==> src/priority_ordered_list_unit_assert.svh <==
// Assertion macros shared by the priority ordered list RTL.
`ifndef PRIORITY_ORDERED_LIST_UNIT_ASSERT_SVH
`define PRIORITY_ORDERED_LIST_UNIT_ASSERT_SVH

// Condition holds at every clock edge outside reset.
`define POL_ASSERT_ALWAYS(label, clk, rst, cond) \
   label: assert property (@(posedge clk) disable iff (rst) (cond)) \
      else $error("priority list check failed");

// Antecedent implies consequent in the same cycle.
`define POL_ASSERT_IMPLY(label, clk, rst, ante, cons) \
   label: assert property (@(posedge clk) disable iff (rst) (ante) |-> (cons)) \
      else $error("priority list check failed");

// Antecedent implies consequent in the following cycle.
`define POL_ASSERT_NEXT(label, clk, rst, ante, cons) \
   label: assert property (@(posedge clk) disable iff (rst) (ante) |=> (cons)) \
      else $error("priority list check failed");

`endif

==> src/pol_pkg.sv <==
// Shared types and constants of the priority ordered list.
package pol_pkg;

   localparam int DEFAULT_CAPACITY = 64;
   localparam int DEFAULT_TAG_BITS = 8;
   localparam int ITEM_TAG_BITS    = 8;
   localparam int PRIO_BITS        = 5;
   localparam int COUNT_OUT_BITS   = 7;

   typedef enum logic [1:0] {
      CMD_INSERT = 2'd0,
      CMD_REMOVE = 2'd1,
      CMD_POP    = 2'd2
   } cmd_type;

   typedef enum logic [1:0] {
      STATUS_DONE    = 2'd0,
      STATUS_FULL    = 2'd1,
      STATUS_MISSING = 2'd2
   } status_type;

   typedef enum logic [2:0] {
      ST_IDLE,
      ST_INS_RD,
      ST_INS_CMP,
      ST_INS_PUT,
      ST_REM_RD,
      ST_REM_CMP,
      ST_REM_END,
      ST_FINISH
   } state_type;

   typedef struct packed {
      logic [1:0]               cmd;
      logic [ITEM_TAG_BITS-1:0] item_tag;
      logic [3:0]               grade;
      logic [3:0]               difficulty;
   } req_word_type;

   typedef struct packed {
      logic [1:0]                status;
      logic                      head_valid;
      logic [ITEM_TAG_BITS-1:0]  head_tag;
      logic [PRIO_BITS-1:0]      head_priority;
      logic [COUNT_OUT_BITS-1:0] entry_count;
   } rsp_word_type;

endpackage

==> src/pol_ram.sv <==
// Entry store: one write port, one registered read port.
module pol_ram #(
   parameter int DEPTH = pol_pkg::DEFAULT_CAPACITY,
   parameter int WIDTH = pol_pkg::DEFAULT_TAG_BITS + pol_pkg::PRIO_BITS
) (
   input  logic                     clock,
   input  logic                     write_enable,
   input  logic [$clog2(DEPTH)-1:0] write_addr,
   input  logic [WIDTH-1:0]         write_data,
   input  logic [$clog2(DEPTH)-1:0] read_addr,
   output logic [WIDTH-1:0]         read_data
);

   logic [WIDTH-1:0] store_ff [DEPTH];
   logic [WIDTH-1:0] read_data_ff;

   // write one entry
   always_ff @(posedge clock) begin
      if (write_enable) begin
         store_ff[write_addr] <= write_data;
      end
   end

   // read one entry, data next cycle
   always_ff @(posedge clock) begin
      read_data_ff <= store_ff[read_addr];
   end

   assign read_data = read_data_ff;

endmodule

==> src/priority_ordered_list_unit.sv <==
// Priority ordered list: top level with the scan sequencer and result register.
//
// Holds up to CAPACITY tagged entries ordered by descending priority
// (grade + difficulty), head at slot 0 of an entry memory with one write
// and one registered read port. Each word on req_ is insert, remove by tag
// or pop head; each yields one rsp_ word with status, head entry and count.
// One word is in work at a time and req_stall stays high until it is
// finished; a finished result waits in the output register while the next
// word is taken. Every scan step reads one memory entry and compares or
// moves it: an insert scans from the tail toward the insertion point, a
// remove scans every held entry from the head and a pop from slot one;
// a full insert, an empty remove or pop or an unused command goes
// straight to the result. A finished result waits while the one in the
// output register is stalled. The memory needs no clearing after reset.
`include "priority_ordered_list_unit_assert.svh"

module priority_ordered_list_unit #(
   parameter int CAPACITY = pol_pkg::DEFAULT_CAPACITY,
   parameter int TAG_BITS = pol_pkg::DEFAULT_TAG_BITS
) (
   input  logic                  clock,
   input  logic                  reset,
   input  logic                  req_valid,
   output logic                  req_stall,
   input  pol_pkg::req_word_type req_word,
   output logic                  rsp_valid,
   input  logic                  rsp_stall,
   output pol_pkg::rsp_word_type rsp_word
);

   localparam int AW        = $clog2(CAPACITY);
   localparam int CW        = $clog2(CAPACITY + 1);
   localparam int PB        = pol_pkg::PRIO_BITS;
   localparam int EW        = TAG_BITS + PB;
   localparam int OUT_TAG   = pol_pkg::ITEM_TAG_BITS;
   localparam int OUT_COUNT = pol_pkg::COUNT_OUT_BITS;

   pol_pkg::state_type    state_ff, state_in;
   pol_pkg::status_type   status_ff, status_in;
   logic [CW-1:0]         k_ff, k_in;
   logic [CW-1:0]         count_ff, count_in;
   logic                  found_ff, found_in;
   logic [TAG_BITS-1:0]   tag_ff, tag_in;
   logic [PB-1:0]         prio_ff, prio_in;
   logic [TAG_BITS-1:0]   head_tag_ff, head_tag_in;
   logic [PB-1:0]         head_prio_ff, head_prio_in;
   logic                  rsp_valid_ff, rsp_valid_in;
   pol_pkg::rsp_word_type rsp_word_ff, rsp_word_in;

   logic                  mem_we;
   logic [AW-1:0]         mem_waddr;
   logic [EW-1:0]         mem_wdata;
   logic [AW-1:0]         mem_raddr;
   logic [EW-1:0]         mem_rdata;

   logic [CW-1:0]         k_dec;
   logic [TAG_BITS-1:0]   rd_tag;
   logic [PB-1:0]         rd_prio;
   logic                  rd_lower;
   logic                  list_full;
   logic                  list_empty;
   logic                  out_free;
   logic                  load_rsp;
   logic [PB-1:0]         new_prio;

   pol_ram #(
      .DEPTH (CAPACITY),
      .WIDTH (EW)
   ) u_ram (
      .clock        (clock),
      .write_enable (mem_we),
      .write_addr   (mem_waddr),
      .write_data   (mem_wdata),
      .read_addr    (mem_raddr),
      .read_data    (mem_rdata)
   );

   // decode shared terms
   assign k_dec      = k_ff - 1'b1;
   assign rd_tag     = mem_rdata[EW-1:PB];
   assign rd_prio    = mem_rdata[PB-1:0];
   assign rd_lower   = rd_prio < prio_ff;
   assign list_full  = count_ff == CW'(CAPACITY);
   assign list_empty = count_ff == '0;
   assign out_free   = !rsp_valid_ff || !rsp_stall;
   assign new_prio   = PB'(req_word.grade) + PB'(req_word.difficulty);

   // next state
   always_comb begin
      state_in = state_ff;
      unique case (state_ff)
         pol_pkg::ST_IDLE: begin
            if (req_valid) begin
               unique case (pol_pkg::cmd_type'(req_word.cmd))
                  pol_pkg::CMD_INSERT: begin
                     if (list_full) begin
                        state_in = pol_pkg::ST_FINISH;
                     end else if (list_empty) begin
                        state_in = pol_pkg::ST_INS_PUT;
                     end else begin
                        state_in = pol_pkg::ST_INS_RD;
                     end
                  end
                  pol_pkg::CMD_REMOVE,
                  pol_pkg::CMD_POP: begin
                     state_in = list_empty ? pol_pkg::ST_FINISH : pol_pkg::ST_REM_RD;
                  end
                  default: begin
                     state_in = pol_pkg::ST_FINISH;
                  end
               endcase
            end
         end
         pol_pkg::ST_INS_RD: begin
            state_in = pol_pkg::ST_INS_CMP;
         end
         pol_pkg::ST_INS_CMP: begin
            state_in = (rd_lower && k_dec != '0) ? pol_pkg::ST_INS_RD : pol_pkg::ST_INS_PUT;
         end
         pol_pkg::ST_INS_PUT: begin
            state_in = pol_pkg::ST_FINISH;
         end
         pol_pkg::ST_REM_RD: begin
            state_in = (k_ff == count_ff) ? pol_pkg::ST_REM_END : pol_pkg::ST_REM_CMP;
         end
         pol_pkg::ST_REM_CMP: begin
            state_in = pol_pkg::ST_REM_RD;
         end
         pol_pkg::ST_REM_END: begin
            state_in = pol_pkg::ST_FINISH;
         end
         pol_pkg::ST_FINISH: begin
            state_in = out_free ? pol_pkg::ST_IDLE : pol_pkg::ST_FINISH;
         end
         default: begin
            state_in = pol_pkg::ST_IDLE;
         end
      endcase
   end

   // memory controls and handshake outputs
   always_comb begin
      mem_we    = 1'b0;
      mem_waddr = k_ff[AW-1:0];
      mem_wdata = {tag_ff, prio_ff};
      mem_raddr = k_ff[AW-1:0];
      load_rsp  = 1'b0;
      req_stall = state_ff != pol_pkg::ST_IDLE;
      unique case (state_ff)
         pol_pkg::ST_INS_RD: begin
            mem_raddr = k_dec[AW-1:0];
         end
         pol_pkg::ST_INS_CMP: begin
            // move a lower entry one slot toward the tail
            if (rd_lower) begin
               mem_we    = 1'b1;
               mem_wdata = mem_rdata;
            end
         end
         pol_pkg::ST_INS_PUT: begin
            mem_we = 1'b1;
         end
         pol_pkg::ST_REM_CMP: begin
            // close the gap behind the removed entry
            if (found_ff) begin
               mem_we    = 1'b1;
               mem_waddr = k_dec[AW-1:0];
               mem_wdata = mem_rdata;
            end
         end
         pol_pkg::ST_FINISH: begin
            load_rsp = out_free;
         end
         default: begin
            mem_we = 1'b0;
         end
      endcase
   end

   // datapath next values
   always_comb begin
      k_in         = k_ff;
      count_in     = count_ff;
      found_in     = found_ff;
      tag_in       = tag_ff;
      prio_in      = prio_ff;
      status_in    = status_ff;
      head_tag_in  = head_tag_ff;
      head_prio_in = head_prio_ff;
      rsp_valid_in = rsp_valid_ff;
      rsp_word_in  = rsp_word_ff;

      unique case (state_ff)
         pol_pkg::ST_IDLE: begin
            if (req_valid) begin
               tag_in    = TAG_BITS'(req_word.item_tag);
               prio_in   = new_prio;
               status_in = pol_pkg::STATUS_DONE;
               found_in  = 1'b0;
               k_in      = '0;
               unique case (pol_pkg::cmd_type'(req_word.cmd))
                  pol_pkg::CMD_INSERT: begin
                     k_in = count_ff;
                     if (list_full) begin
                        status_in = pol_pkg::STATUS_FULL;
                     end
                  end
                  pol_pkg::CMD_REMOVE: begin
                     if (list_empty) begin
                        status_in = pol_pkg::STATUS_MISSING;
                     end
                  end
                  pol_pkg::CMD_POP: begin
                     // head is dropped: start shifting from slot one
                     found_in = 1'b1;
                     k_in     = CW'(1);
                     if (list_empty) begin
                        status_in = pol_pkg::STATUS_MISSING;
                     end
                  end
                  default: begin
                     status_in = pol_pkg::STATUS_DONE;
                  end
               endcase
            end
         end
         pol_pkg::ST_INS_CMP: begin
            if (rd_lower) begin
               k_in = k_dec;
            end
         end
         pol_pkg::ST_INS_PUT: begin
            count_in = count_ff + 1'b1;
         end
         pol_pkg::ST_REM_CMP: begin
            if (!found_ff && rd_tag == tag_ff) begin
               found_in = 1'b1;
            end
            k_in = k_ff + 1'b1;
         end
         pol_pkg::ST_REM_END: begin
            if (found_ff) begin
               count_in = count_ff - 1'b1;
            end else begin
               status_in = pol_pkg::STATUS_MISSING;
            end
         end
         default: begin
            k_in = k_ff;
         end
      endcase

      // track the head copy whenever slot zero is written
      if (mem_we && mem_waddr == '0) begin
         head_tag_in  = mem_wdata[EW-1:PB];
         head_prio_in = mem_wdata[PB-1:0];
      end

      // load or drain the result register
      if (load_rsp) begin
         rsp_valid_in              = 1'b1;
         rsp_word_in.status        = status_ff;
         rsp_word_in.head_valid    = !list_empty;
         rsp_word_in.head_tag      = list_empty ? '0 : OUT_TAG'(head_tag_ff);
         rsp_word_in.head_priority = list_empty ? '0 : head_prio_ff;
         rsp_word_in.entry_count   = OUT_COUNT'(count_ff);
      end else if (rsp_valid_ff && !rsp_stall) begin
         rsp_valid_in = 1'b0;
      end
   end

   // control registers
   always_ff @(posedge clock) begin
      if (reset) begin
         state_ff     <= pol_pkg::ST_IDLE;
         count_ff     <= '0;
         rsp_valid_ff <= 1'b0;
      end else begin
         state_ff     <= state_in;
         count_ff     <= count_in;
         rsp_valid_ff <= rsp_valid_in;
      end
   end

   // payload registers
   always_ff @(posedge clock) begin
      k_ff         <= k_in;
      found_ff     <= found_in;
      tag_ff       <= tag_in;
      prio_ff      <= prio_in;
      status_ff    <= status_in;
      head_tag_ff  <= head_tag_in;
      head_prio_ff <= head_prio_in;
      rsp_word_ff  <= rsp_word_in;
   end

   assign rsp_valid = rsp_valid_ff;
   assign rsp_word  = rsp_word_ff;

   `POL_ASSERT_ALWAYS(a_count_bound, clock, reset, count_ff <= CW'(CAPACITY))
   `POL_ASSERT_NEXT(a_accept_busy, clock, reset, req_valid && !req_stall, state_ff != pol_pkg::ST_IDLE)
   `POL_ASSERT_IMPLY(a_write_in_list, clock, reset, mem_we, k_ff <= count_ff)

endmodule

==> config.mk <==
export PLATFORM = sky130hd
export DESIGN_NAME = priority_ordered_list_unit
export DESIGN_NICKNAME = d
export VERILOG_FILES = /design/src/pol_pkg.sv /design/src/pol_ram.sv /design/src/priority_ordered_list_unit.sv
export VERILOG_INCLUDE_DIRS = /design/src /design/src/src
export SDC_FILE = /design/constraint.sdc
export NUM_CORES = 1
export LEC_CHECK = 0
export BUFFER_PORTS_ARGS = -buffer_cell sky130_fd_sc_hd__buf_2
export CORE_MARGIN = 2
export CORE_UTILIZATION = 60
export DETAILED_ROUTE_END_ITERATION = 7
export PLACE_DENSITY = 0.82
export SYNTH_ARGS = -nofsm -noshare
export SYNTH_HDL_FRONTEND = slang
export SYNTH_SLANG_ARGS = --single-unit
==> constraint.sdc <==
create_clock -name clock -period 5.4 [get_ports clock]
set_clock_uncertainty 0.2 [all_clocks]
set_input_delay 0.54 -clock clock [delete_from_list [all_inputs] [get_ports clock]]
set_output_delay 0.54 -clock clock [all_outputs]
set_load 0.01 [all_outputs]
---- Word-level counts from Yosys, hierarchy flattened ----
Memories as Yosys holds them, arrays and structs flattened. A register that Yosys moved wholly into a read port is not among the register bits.
Cells that the tools add are included.
storage, ports and cells
  latch bits .............................. 0
  memory bits (read-only) ................. 0
  flip-flop bits (word level) ............. 70
  output and inout bits ................... 25
  input bits .............................. 22
  memories ................................ 1
  word-level logic and storage cells ...... 105
  memory bits (writable) .................. 832
memory list
  name            depth  width  read ports  clocked after memory_dff  write ports  line           RTL
  u_ram.store_ff  64     13     1           1                         1            pol_ram.sv:14  logic [WIDTH-1:0] store_ff [DEPTH];
operators by class
  mux-type cells .......................... 39
  add/sub/neg operators ................... 5
  reduce and logical (&&, ||, !) cells .... 27
  multiply operators ...................... 0
  shift operators ......................... 0
  bitwise operators ....................... 0
  equality and inequality tests ........... 17
  divide/modulo/power cells ............... 0
  magnitude comparators ................... 1
operator list
  kind                   count
  $pmux W7 S2            2
  $mux W13               2
  $pmux W13 S2           1
  $mux W7                3
  $pmux W3 S7            1
  $pmux W7 S3            1
  $mux W6                3
  $add A7 B1 Y7 const B  2
  $mux W2                7
  $sub A7 B1 Y7 const B  2
  $eq A3 B3 Y1 const B   4
  $mux W1                11
  $ne A2 B2 Y1 const B   5
  $mux W3                3
  $reduce_and A3 Y1      3
  $eq A8 B8 Y1           1
  $pmux W2 S2            2
  $reduce_bool A2 Y1     4
  $eq A7 B7 Y1           1
  $eq A7 B7 Y1 const B   1
  $logic_not A7 Y1       1
  $reduce_bool A7 Y1     1
  $eq A3 B2 Y1 const B   2
  $logic_not A6 Y1       1
  other kinds (16)       25

---- Logic depth before layout (Yosys ltp) ----
  depth after elaboration ................. 6
  mapped depth ............................ 18
  gate-level depth less buffers ........... 11

---- By module ----
A second synthesis with hierarchy kept.
unflattened totals
  cell total of the unflattened synthesis .. 1,759
  area total of the unflattened synthesis .. 36,334.8 um^2
by module, submodules not included
  module                      seq. area each (um^2)  instances  area an instance (um^2)  cells an instance
  pol_ram                     25,244.2               1          32,344.8                 1,402
  priority_ordered_list_unit  1,991.9                1          3,990.1                  357

---- Least setup slack after synthesis ----
OpenSTA, ideal clock, no wires.
  path kind ............................... flip-flop to flip-flop
  start point ............................. register k_ff[0]
  end point ............................... memory u_ram.store_ff[40][0] in the netlist's numbering (enable)
  path slack .............................. 1.459 ns
  library setup time ...................... 0.382 ns
  stages on the path, launching flop included .. 15
  clock period less this slack ............ 3.941 ns
  required time ........................... 4.818 ns
  path buffers ............................ 7
  data arrival time ....................... 3.358 ns
  cells stage by stage .................... edfxtp_1 buf_2 inv_1 clkbuf_1 clkbuf_1 buf_2 buf_2 ha_1 buf_2 clkbuf_1 nand2_1 o22ai_1 o2bb2ai_1 o21ai_1 nor2_1
on the way
  cells in the longest elaborated chain, start to end .. 3
ends and longest elaborated chain
  what                    line                               RTL
  start, declared         priority_ordered_list_unit.sv:40   logic [CW-1:0] k_ff, k_in;
  start signal, assigned  priority_ordered_list_unit.sv:287  k_ff <= k_in;
  $sub A7 B1 Y7           priority_ordered_list_unit.sv:79   assign k_dec = k_ff - 1'b1;
  $mux W6                 priority_ordered_list_unit.sv:165  if (found_ff) begin
  $mux W6 *               priority_ordered_list_unit.sv:149  unique case (state_ff)
  end, declared           pol_ram.sv:14
Mark *: on every way between the ends. The rest lies on a longest branch, timed or not.

---- Final worst setup path ----
  start point ............................. register k_ff[0]
  end point ............................... register u_ram.read_data_ff[10] (netlist: u_ram.read_data[10]) (read register of u_ram.store_ff)
on the way
  cells in the longest elaborated chain, start to end .. 2
ends and longest elaborated chain
  what           line                               RTL
  $sub A7 B1 Y7  priority_ordered_list_unit.sv:79
  $mux W6 *      priority_ordered_list_unit.sv:149
  end, declared  pol_ram.sv:15                      logic [WIDTH-1:0] read_data_ff;
Marks and branches as above.
A chain may end at the register's enable or synchronous reset.

==> metrics.yaml <==
status:
  outcome: "complete, but fails checks"
  violations: "capacitance limit"
cts:
  numCtsBuffers: 90
  postCtsSetupBuffers: 0
  cts_tree: "built"
  clk_latency_ps: 660
  cts_sinks: 915
  clkTransAtPathRegs_ps: 60
  root_buffer: "clkbuf_16"
  htreeDepth: 3
  clockBufferDepth: 3
synthesis:
  syn_area_sq_um: 40750
  synth_fp_nets: 3127
  synthCells: 3084
  synth_cell_type_count: 74
  yosys_warnings: 0
  ys_ff_latch: 915
  synth_area_leaders: "edfxtp_1 (66%), o22ai_1 (9.2%), nor3_1 (3.3%), o221ai_1 (2.9%), o21ai_0 (1.9%)"
  avgSynthCellArea_sq_um: 13.21
  yosysSeqAreaShare: 0.6683
  synth_area_leader_cell: "edfxtp_1"
  synth_ff_type: "edfxtp_1"
  netlist.area_leader.share: 0.6565
  synthArstFlopShare: 0
  synth-edff-count: 891
sta:
  final_hold_viol_count: 0
  rsz0062_at_grt: "no"
  relSlewSlack: 0.003793
  post-route-period-util: 0.8126
  period_minus_slack_ps: 4388
  setup_viol: 0
  fmax_ghz: 0.2279
  worst_slew_pin_slew_ps: 1489
  slew_viol_final: 0
  fin_tns_setup_ps: 0
detailed_routing:
  dr.pass1.iters: 6
  num_vias: 30950
  wl_per_cell_um: 29.20
  viasPerCell: 7.688
  drt_wl_total_mm: 117.5
  drc: 0
  first_iter_violations: 6245
  antenna_left: 0
layout:
  fin_area_sq_um: 44980
  drive_gt1_frac: 0.1215
  seqCellArea_sq_um: 27240
  syn2layout_area_growth_pct: 10.37
  multiInputGateArea_sq_um: 12150
  final_nets: 3125
  fillCellCount: 4310
  stdcell_count: 4025
  insertedDiodeCount: 0
placement:
  place_inst: 3855
  portBuffers: 46
  placed_cell_area_sq_um: 41970
  place_congestion: 0.9808
  place.detailed.hpwl_mm: 68.08
power:
  switching_share: 0.4048
  p_leak_nw: 13.93
  ir_drop_mv: 0.6467
  power.density_nw_per_um2: 613.2
  p_int_mw: 16.42
  switching_power_mw: 11.17
  seqPwrFrac: 0.340
  power_frac_clock: 0.228
  p_comb_frac: 0.431
flow_run:
  maxCapViolCount: 1
floorplanning:
  initial_core_util: 0.6068
  die_w_um: 264.6
  num_rows: 95
  ios: 47
  die_area_sq_um: 70020
  die_y_um: 264.6
  core_sq_um: 67160
grt:
  grt_max_degree: 186
  antenna_found_initial: 2
  grt_usage: 0.3280
  grt_pass1_wl_mm: 175.7
  grt_pass1_vias: 29400
  grt_remaining_overflow: 0
critical_path:
  crit_path_start_kind: "register"
  crit_path_end_kind: "register"
  crit_required_ps: 5690
  startpoint: "k_ff[0]"
  worst_ep_arrival_time_ps: 4670
  worstReg2RegStart: "k_ff[0]"
  crit_fanout: 185
  timing_worst_setup_path_type: "register to register"
worst_hold_path:
  worstHoldStart: "reset"
  hold_path_class: "primary input to register"
==> layout make-up <==
cell class / instances / area share
Multi-Input combinational cell: 1862 / 0.2701
Tap cell: 873 / 0.02428
Inverter: 32 / 0.002782
Sequential cell: 915 / 0.6055
Clock buffer: 107 / 0.05171
Timing Repair Buffer: 181 / 0.03227
Clock inverter: 55 / 0.01335
==> power groups by stage <==
| stage | clock network (mW) | logic, mW | registers [mW] |
|---|---|---|---|
| finish | 6.29 | 11.9 | 9.39 |
| CTS | 6.31 | 11.4 | 9.36 |
| detailed placement | 0 | 11.3 | 9.51 |
| floorplan | 0 | 7.83 | 9.31 |
| global route | 6.58 | 12.5 | 9.40 |
| global placement | 0 | 10.8 | 9.49 |
==> worst max-delay path, stage by stage, from the launching register on <==
cell and delay (ps):
edfxtp_1 480, inv_6 50, ha_1 520, or4b_4 560
buf_12 500, nor2_1 130, nor3_1 280, o21ai_0 140
and4_1 330, nor4_1 630
==> through the flow <==
step	utilization	power (mW)	setup WS, ps	hold WS [ps]
after floorplan	-	17.14	1459	200.3
after global placement	0.6249	20.26	1386	204.8
after detailed placement	0.6249	20.81	1244	204.5
after CTS	0.6697	27.06	1163	6.100
after global routing	0.6698	28.45	916.2	30.87
final	0.6698	27.58	1012	38.61
==> per-layer routing <==
metal	vias to the layer above	share of wire	GRT usage
li1	12800	-	-
met1	14800	0.35	0.4436
met2	2842	0.45	0.5033
met3	505	0.14	0.07784
met4	4	0.055	0.1625
met5	-	0.00022	0
==> worst paths after layout <==
kind | end | slack [ps] | cells after the start
worst min-delay path | count_ff[2] | 40 | 2
worst max-delay path | u_ram.read_data[10] | 1010 | 9
worst max register to register | u_ram.read_data[10] | 1010 | 9
worst min register to register | rsp_word[21] | 220 | 0
==> cells in the mapped netlist, types with 3 or more instances <==
cell	count
nor4b_1	24
nand4_1	6
nor3_1	268
o32ai_1	5
a31oi_1	5
a221o_1	3
edfxtp_1	891
clkbuf_1	120
xnor2_1	23
buf_2	112
a21o_1	6
or4_1	26
dfxtp_1	24
nor4_1	17
o31ai_1	26
nand2b_1	6
mux2_2	50
nand3_1	20
buf_4	14
mux2i_1	19
a211oi_1	13
nor2_1	156
o221ai_1	133
a21oi_1	32
and4b_1	24
and3_1	3
nor2b_1	29
o21ai_0	155
nand2_1	38
buf_6	13
and4_1	12
o21ai_1	11
o22ai_1	599
ha_1	19
o221a_2	12
xor2_1	5
a22o_1	15
a22oi_1	21
inv_1	31
buf_1	16
o31a_1	12
o22a_1	24
and2_1	5
==> placed cells by master, fill, tap and decap left out, types with 26 or more instances in the layout <==
| master | n |
|---|---|
| mux2_2 | 50 |
| buf_2 | 46 |
| o22ai_1 | 599 |
| nor3_1 | 267 |
| a21oi_1 | 32 |
| o221ai_1 | 133 |
| clkbuf_16 | 90 |
| o21ai_0 | 154 |
| nor2b_1 | 29 |
| o31ai_1 | 26 |
| buf_4 | 112 |
| inv_1 | 30 |
| or4_1 | 26 |
| nor2_1 | 155 |
| nand2_1 | 38 |
| edfxtp_1 | 891 |
==> cell families (layout without fill, tap and decap cells) <==
kind of cell    count (synthesis)  after routing  synth area share
xor+xnor                       29             29          0.006417
mux                            71             71           0.01959
compound gates               1087           1087            0.1771
simple gates                  654            654           0.08633
flops                         915            915            0.6683
buf+inv                       307            375           0.03540
fa+ha+maj                      21             21          0.006816
==> flip-flops by register name, indices dropped and copies added, names as in the netlist <==
register         count
count_ff             7
found_ff             1
head_prio_ff         5
head_tag_ff          8
k_ff                 7
prio_ff              5
rsp_valid            1
rsp_word            23
state_ff             3
status_ff            2
tag_ff               8
u_ram.read_data     13
u_ram.store_ff     832
==> repair_timing <==
action | 4_1_cts | 5_1_grt
hold buffers | 8 | 0
endpoints found under the hold margin | 8 | 0
gates resized for setup | 0 | 0
No activity file was read; power rests on OpenSTA's default activity.
